[src/sv/amr_pkg.sv]
package amr_pkg;

  localparam int MAX_BOXES = 64;
  localparam int IDX_W     = (MAX_BOXES > 1) ? $clog2(MAX_BOXES) : 1;
  localparam int CNT_W     = $clog2(MAX_BOXES + 1);

  localparam logic ACT_ADD   = 1'b0;
  localparam logic ACT_QUERY = 1'b1;

  typedef struct packed {
    logic               action;
    logic signed [31:0] coord_a_x;
    logic signed [31:0] coord_a_y;
    logic signed [31:0] coord_a_z;
    logic signed [31:0] velocity_x;
    logic signed [31:0] velocity_y;
    logic signed [31:0] velocity_z;
    logic signed [31:0] coord_c_x;
    logic signed [31:0] coord_c_y;
    logic signed [31:0] coord_c_z;
  } in_item_t;

  typedef struct packed {
    logic signed [31:0] new_pos_x;
    logic signed [31:0] new_pos_y;
    logic signed [31:0] new_pos_z;
    logic        [2:0]  axis_blocked;
    logic               table_full;
  } out_item_t;

  // One stored box: index 0 is x, 1 is y, 2 is z.
  typedef struct packed {
    logic [2:0][31:0] lo;
    logic [2:0][31:0] hi;
  } box_t;

  typedef struct packed {
    logic we;
    logic rot;
  } cell_ctrl_t;

endpackage

[src/sv/amr_cell.sv]
module amr_cell
  import amr_pkg::*;
(
  input  logic       clk_i,
  input  cell_ctrl_t ctrl_i,
  input  box_t       wdata_i,
  input  box_t       nbr_i,
  output box_t       box_o
);

  box_t box_q;

  // A write stores a new box; a rotation takes the neighbour's box.
  always_ff @(posedge clk_i) begin
    if (ctrl_i.we) begin
      box_q <= wdata_i;
    end else if (ctrl_i.rot) begin
      box_q <= nbr_i;
    end
  end

  assign box_o = box_q;

endmodule

[config.mk]
export PLATFORM = sky130hd
export DESIGN_NAME = amr_cell
export DESIGN_NICKNAME = d
export VERILOG_FILES = /design/src/sv/amr_pkg.sv /design/src/sv/amr_cell.sv
export SDC_FILE = /design/constraint.sdc
export NUM_CORES = 1
export LEC_CHECK = 0
export BUFFER_PORTS_ARGS = -buffer_cell sky130_fd_sc_hd__buf_2
export CAP_MARGIN = 20
export CORE_AREA = 2 2 227 229
export CTS_BUF_LIST = sky130_fd_sc_hd__clkbuf_2 sky130_fd_sc_hd__clkbuf_4 sky130_fd_sc_hd__clkbuf_8
export CTS_CLUSTER_DIAMETER = 200
export DETAILED_ROUTE_END_ITERATION = 10
export DIE_AREA = 0 0 229 231
export HOLD_SLACK_MARGIN = 0.03
export PLACE_DENSITY = 0.37
export SKIP_CTS_REPAIR_TIMING = 1
export SKIP_LAST_GASP = 1
export SYNTH_ARGS = -nofsm -noshare
export SYNTH_HDL_FRONTEND = slang
export SYNTH_SLANG_ARGS = --single-unit
[constraint.sdc]
create_clock -name clk_i -period 4.3 [get_ports clk_i]
set_input_delay 0.43 -clock clk_i [delete_from_list [all_inputs] [get_ports clk_i]]
set_output_delay 0.43 -clock clk_i [all_outputs]
set_load 0.05 [all_outputs]
==> results.json, run 1 <==
{
  "synth_fa_ha_area_frac": 0,
  "tritoncts": "built",
  "drc": 0,
  "clockRootBuffer": "clkbuf_8",
  "clk_pin_slew_worst_paths_ns": 0.11,
  "place_area_sq_um": 11800,
  "die_w_um": 229,
  "cts_sinks": 192,
  "synthMuxAreaShare": 0.265,
  "fin_crit_ns": 1.89,
  "synth_top_family_by_area": "multiplexers",
  "hold_path_class": "in -> reg",
  "power.total_mw": 4.90,
  "critPathCaptureType": "register",
  "routedWlPerCell_um": 16.7,
  "dieArea_sq_um": 52900,
  "synthSimpleGateAreaFrac": 0.000768,
  "power_leakage_nw": 5.23,
  "clockBufferDepth": 2,
  "crit_type": "in -> reg",
  "track_usage": 0.103,
  "start_util": 0.161,
  "max_freq_ghz": 0.530,
  "layout_common_cells": "buf_2 (577), mux2_2 (192), edfxtp_1 (192), clkbuf_8 (18), buf_4 (7)",
  "rows": 83,
  "rsz0062_at_grt": "no",
  "synthCells": 406,
  "hold_viol_final": 0,
  "slew_headroom": 0.426,
  "ios": 579,
  "portBuffers": 578,
  "vias": 5898,
  "drv_cap": 0,
  "drt-pass1-iter-count": 6,
  "numCtsBuffers": 17,
  "peakVddDrop_mv": 0.239,
  "cp-start-kind": "input port",
  "routed_wl_um": 28100,
  "final_util": 0.240,
  "synth-seq-area-share": 0.707,
  "synth_area_sq_um": 8150,
  "synth_compound_area_frac": 0,
  "drive_above_1_share": 0.808,
  "grt_max_degree": 93,
  "post_drt_via_cell_ratio": 3.50,
  "cp_max_fo": 55,
  "antenna_found_initial": 3,
  "drtAntennaViolNets": 0,
  "final_cell_area_sq_um": 12200,
  "slew_viol_final": 0,
  "worstPathArrival_ns": 2.11,
  "finalNetCount": 1379,
  "syn_nets": 793,
  "core_sq_um": 50700,
  "postSynthRegisterBits": 192,
  "synth-warning-count": 0,
  "grt_overflow": 0,
  "syn_avg_cell_area_sq_um": 20.1,
  "tns_ns": 0,
  "cp_data_required_time_ns": 4.53,
  "drt_iter0_markers": 207,
  "globalplace.congestion": 0.766,
  "grt_first_pass_wirelength_um": 39200,
  "power_density_nw_per_um2": 403,
  "post-dp-hpwl_um": 22100,
  "finalSetupViolCount": 0,
  "period_share": 0.439,
  "synth_xor_area_frac": 0,
  "die_h_um": 231,
  "h-tree-depth": 4,
  "grt_pass1_vias": 6213,
  "area_growth_pct": 49.3,
  "largest_reg_flops": 192,
  "worstMarginPinSlew_ns": 0.861,
  "status": "finished, final reports clean",
  "synth.distinct_cells": 6,
  "layout_commonest_cell": "buf_2"
}
per-layer routing:
layer	wire length, um	global-route usage
met1	10200	0.105
met2	14800	0.184
met3	2630	0.0477
met4	470	0.0400
met5	13	0
worst max-delay path, cell delays in order:
cell and delay (ns):
clkbuf_8 0.40, or2_4 0.77, buf_4 0.45
metrics by stage:
step                      setup slack, ns  std cells  hold slack [ns]
final                                2.41       1687            0.173
after global routing                 2.29       1687            0.105
after CTS                            2.36       1685           0.0868
after detailed placement             1.75       1653            0.734
after global placement               1.79       1653            0.733
after floorplan                     0.736        406            0.650
synth_stat cells (all sizes together):
library cell  number  area, sq um
mux2             192         2160
edfxtp           192         5770
buf               21          216
or2                1         6.26
power by group:
| group | switching, mW | total (mW) | leakage [nW] | internal, mW |
|---|---|---|---|---|
| Sequential | 0.0583 | 2.35 | 1.96 | 2.30 |
| Clock | 0.760 | 1.17 | 0.179 | 0.415 |
| Combinational | 0.985 | 1.38 | 3.09 | 0.391 |
worst paths after layout:
kind / startpoint / end / cells past startpoint
max: ctrl_i[1] / box_o[26]$_DFFE_PP_ / 3
min: wdata_i[151] / box_o[151]$_DFFE_PP_ / 2
area by class of cell:
class,instances,area [sq um]
clock inverters,15,125
multi-input cells,193,2170
clock buffers,17,234
diodes,2,5.00
flip-flops and latches,192,5770
well taps,680,851
fillers,5435,38500
repair buffers,588,3010
kinds of logic after synthesis:
logic type / count (synthesis)
multiplexers: 192
buffers and inverters: 21
AND/OR/NAND/NOR: 1
flip-flops: 192
Power figures use the tool's default switching activity.
==> run 2: changes to the inputs <==
- clock period: 4.3 -> 1.8 ns (I/O delays scaled with it)
==> results.json, run 2 <==
{
  "synth_fa_ha_area_frac": 0,
  "globalplace.congestion": 0.774,
  "synth_edf_count": 192,
  "synth.distinct_cells": 6,
  "synth-seq-area-share": 0.707,
  "rows": 83,
  "post-dp-hpwl_um": 22500,
  "synth_compound_area_frac": 0,
  "ys_top_cells_by_count": "edfxtp_1 (192), mux2_2 (192), buf_6 (17)",
  "clockRootBuffer": "clkbuf_8",
  "cts_sinks": 192,
  "syn_avg_cell_area_sq_um": 20.1,
  "synth_top_area_share": 0.707,
  "ios": 579,
  "grt_max_degree": 46,
  "ys_top_cells_by_area": "edfxtp_1 (71%), mux2_2 (27%), buf_6 (2.3%)",
  "die_h_um": 231,
  "postSynthRegisterBits": 192,
  "placed_cells": 1672,
  "numCtsBuffers": 17,
  "h-tree-depth": 4,
  "synth_top_family_by_area": "multiplexers",
  "stop_stage": "global routing (5_1_grt)",
  "synth_top_area_cell": "edfxtp_1",
  "synth-warning-count": 0,
  "syn_nets": 793,
  "die_w_um": 229,
  "synth_area_sq_um": 8150,
  "synthSimpleGateAreaFrac": 0.000768,
  "synthMuxAreaShare": 0.265,
  "clockBufferDepth": 2,
  "synthCells": 406,
  "synth_xor_area_frac": 0,
  "start_util": 0.161,
  "status": "did not finish",
  "place_area_sq_um": 12000,
  "error": "[ERROR RSZ-0060] Max buffer count reached.",
  "synth_ff_type": "edfxtp_1",
  "portBuffers": 578,
  "synthArstFlopShare": 0
}
==> run 2: cell counts after synthesis <==
No cell type changed its count.
==> run 2: per-stage QoR <==
stage / setup slack (ns) / setup TNS [ns] / util / hold WS [ns]
after CTS: 0.260 / 0 / 0.247 / -0.188
after detailed placement: 0.330 / 0 / 0.238 / 0.484
after global placement: 0.351 / 0 / 0.238 / 0.481
after floorplan: -0.465 / -89.19 / - / 0.400
==> run 2: cells by family after synthesis <==
family                 after synthesis
muxes                              192
DFF                                192
buffers and inverters               21
and+or+nand+nor                      1
==> run 3: changes to the inputs <==
- CORE_AREA: 2 2 227 229 -> 2 2 225 227
- CTS_BUF_LIST: sky130_fd_sc_hd__clkbuf_2 sky130_fd_sc_hd__clkbuf_4 sky130_fd_sc_hd__clkbuf_8 -> unset
- CTS_CLUSTER_DIAMETER: 200 -> unset
- DIE_AREA: 0 0 229 231 -> 0 0 227 229
- HOLD_SLACK_MARGIN: 0.03 -> unset
- PLACE_DENSITY: 0.37 -> unset
- PLACE_DENSITY_LB_ADDON: unset -> 0.15
==> results.json, run 3 <==
{
  "grt_max_degree": 57,
  "post-dp-hpwl_um": 23100,
  "start_util": 0.164,
  "portBuffers": 578,
  "ys_top_cells_by_area": "edfxtp_1 (71%), mux2_2 (27%), buf_6 (2.3%)",
  "cts_sinks": 192,
  "ys_top_cells_by_count": "edfxtp_1 (192), mux2_2 (192), buf_6 (17)",
  "synth_top_area_share": 0.707,
  "ios": 579,
  "error": "[ERROR RSZ-0060] Max buffer count reached.",
  "rows": 82,
  "synthCells": 406,
  "synth_ff_type": "edfxtp_1",
  "die_h_um": 229,
  "syn_nets": 793,
  "place_area_sq_um": 11900,
  "synthArstFlopShare": 0,
  "synth_edf_count": 192,
  "clockRootBuffer": "clkbuf_16",
  "synth.distinct_cells": 6,
  "globalplace.congestion": 0.734,
  "synth_area_sq_um": 8150,
  "status": "did not finish",
  "h-tree-depth": 4,
  "synth_top_area_cell": "edfxtp_1",
  "clockBufferDepth": 2,
  "numCtsBuffers": 17,
  "syn_avg_cell_area_sq_um": 20.1,
  "stop_stage": "global routing (5_1_grt)",
  "die_w_um": 227,
  "synth-seq-area-share": 0.707,
  "postSynthRegisterBits": 192,
  "synth-warning-count": 0
}
[run 3: cells by family after synthesis]
family                 share of synthesized area
and+or+nand+nor                         0.000768
buffers and inverters                     0.0266
muxes                                      0.265
DFF                                        0.707
[run 3: through the flow]
stage          cells  setup slack (ns)  hold WS [ns]   util
4_1_cts         1687             0.345       -0.0731  0.252
3_5_place_dp    1655             0.367         0.485  0.240
3_3_place_gp    1655             0.375         0.480  0.240
2_1_floorplan    406            -0.465         0.400      -
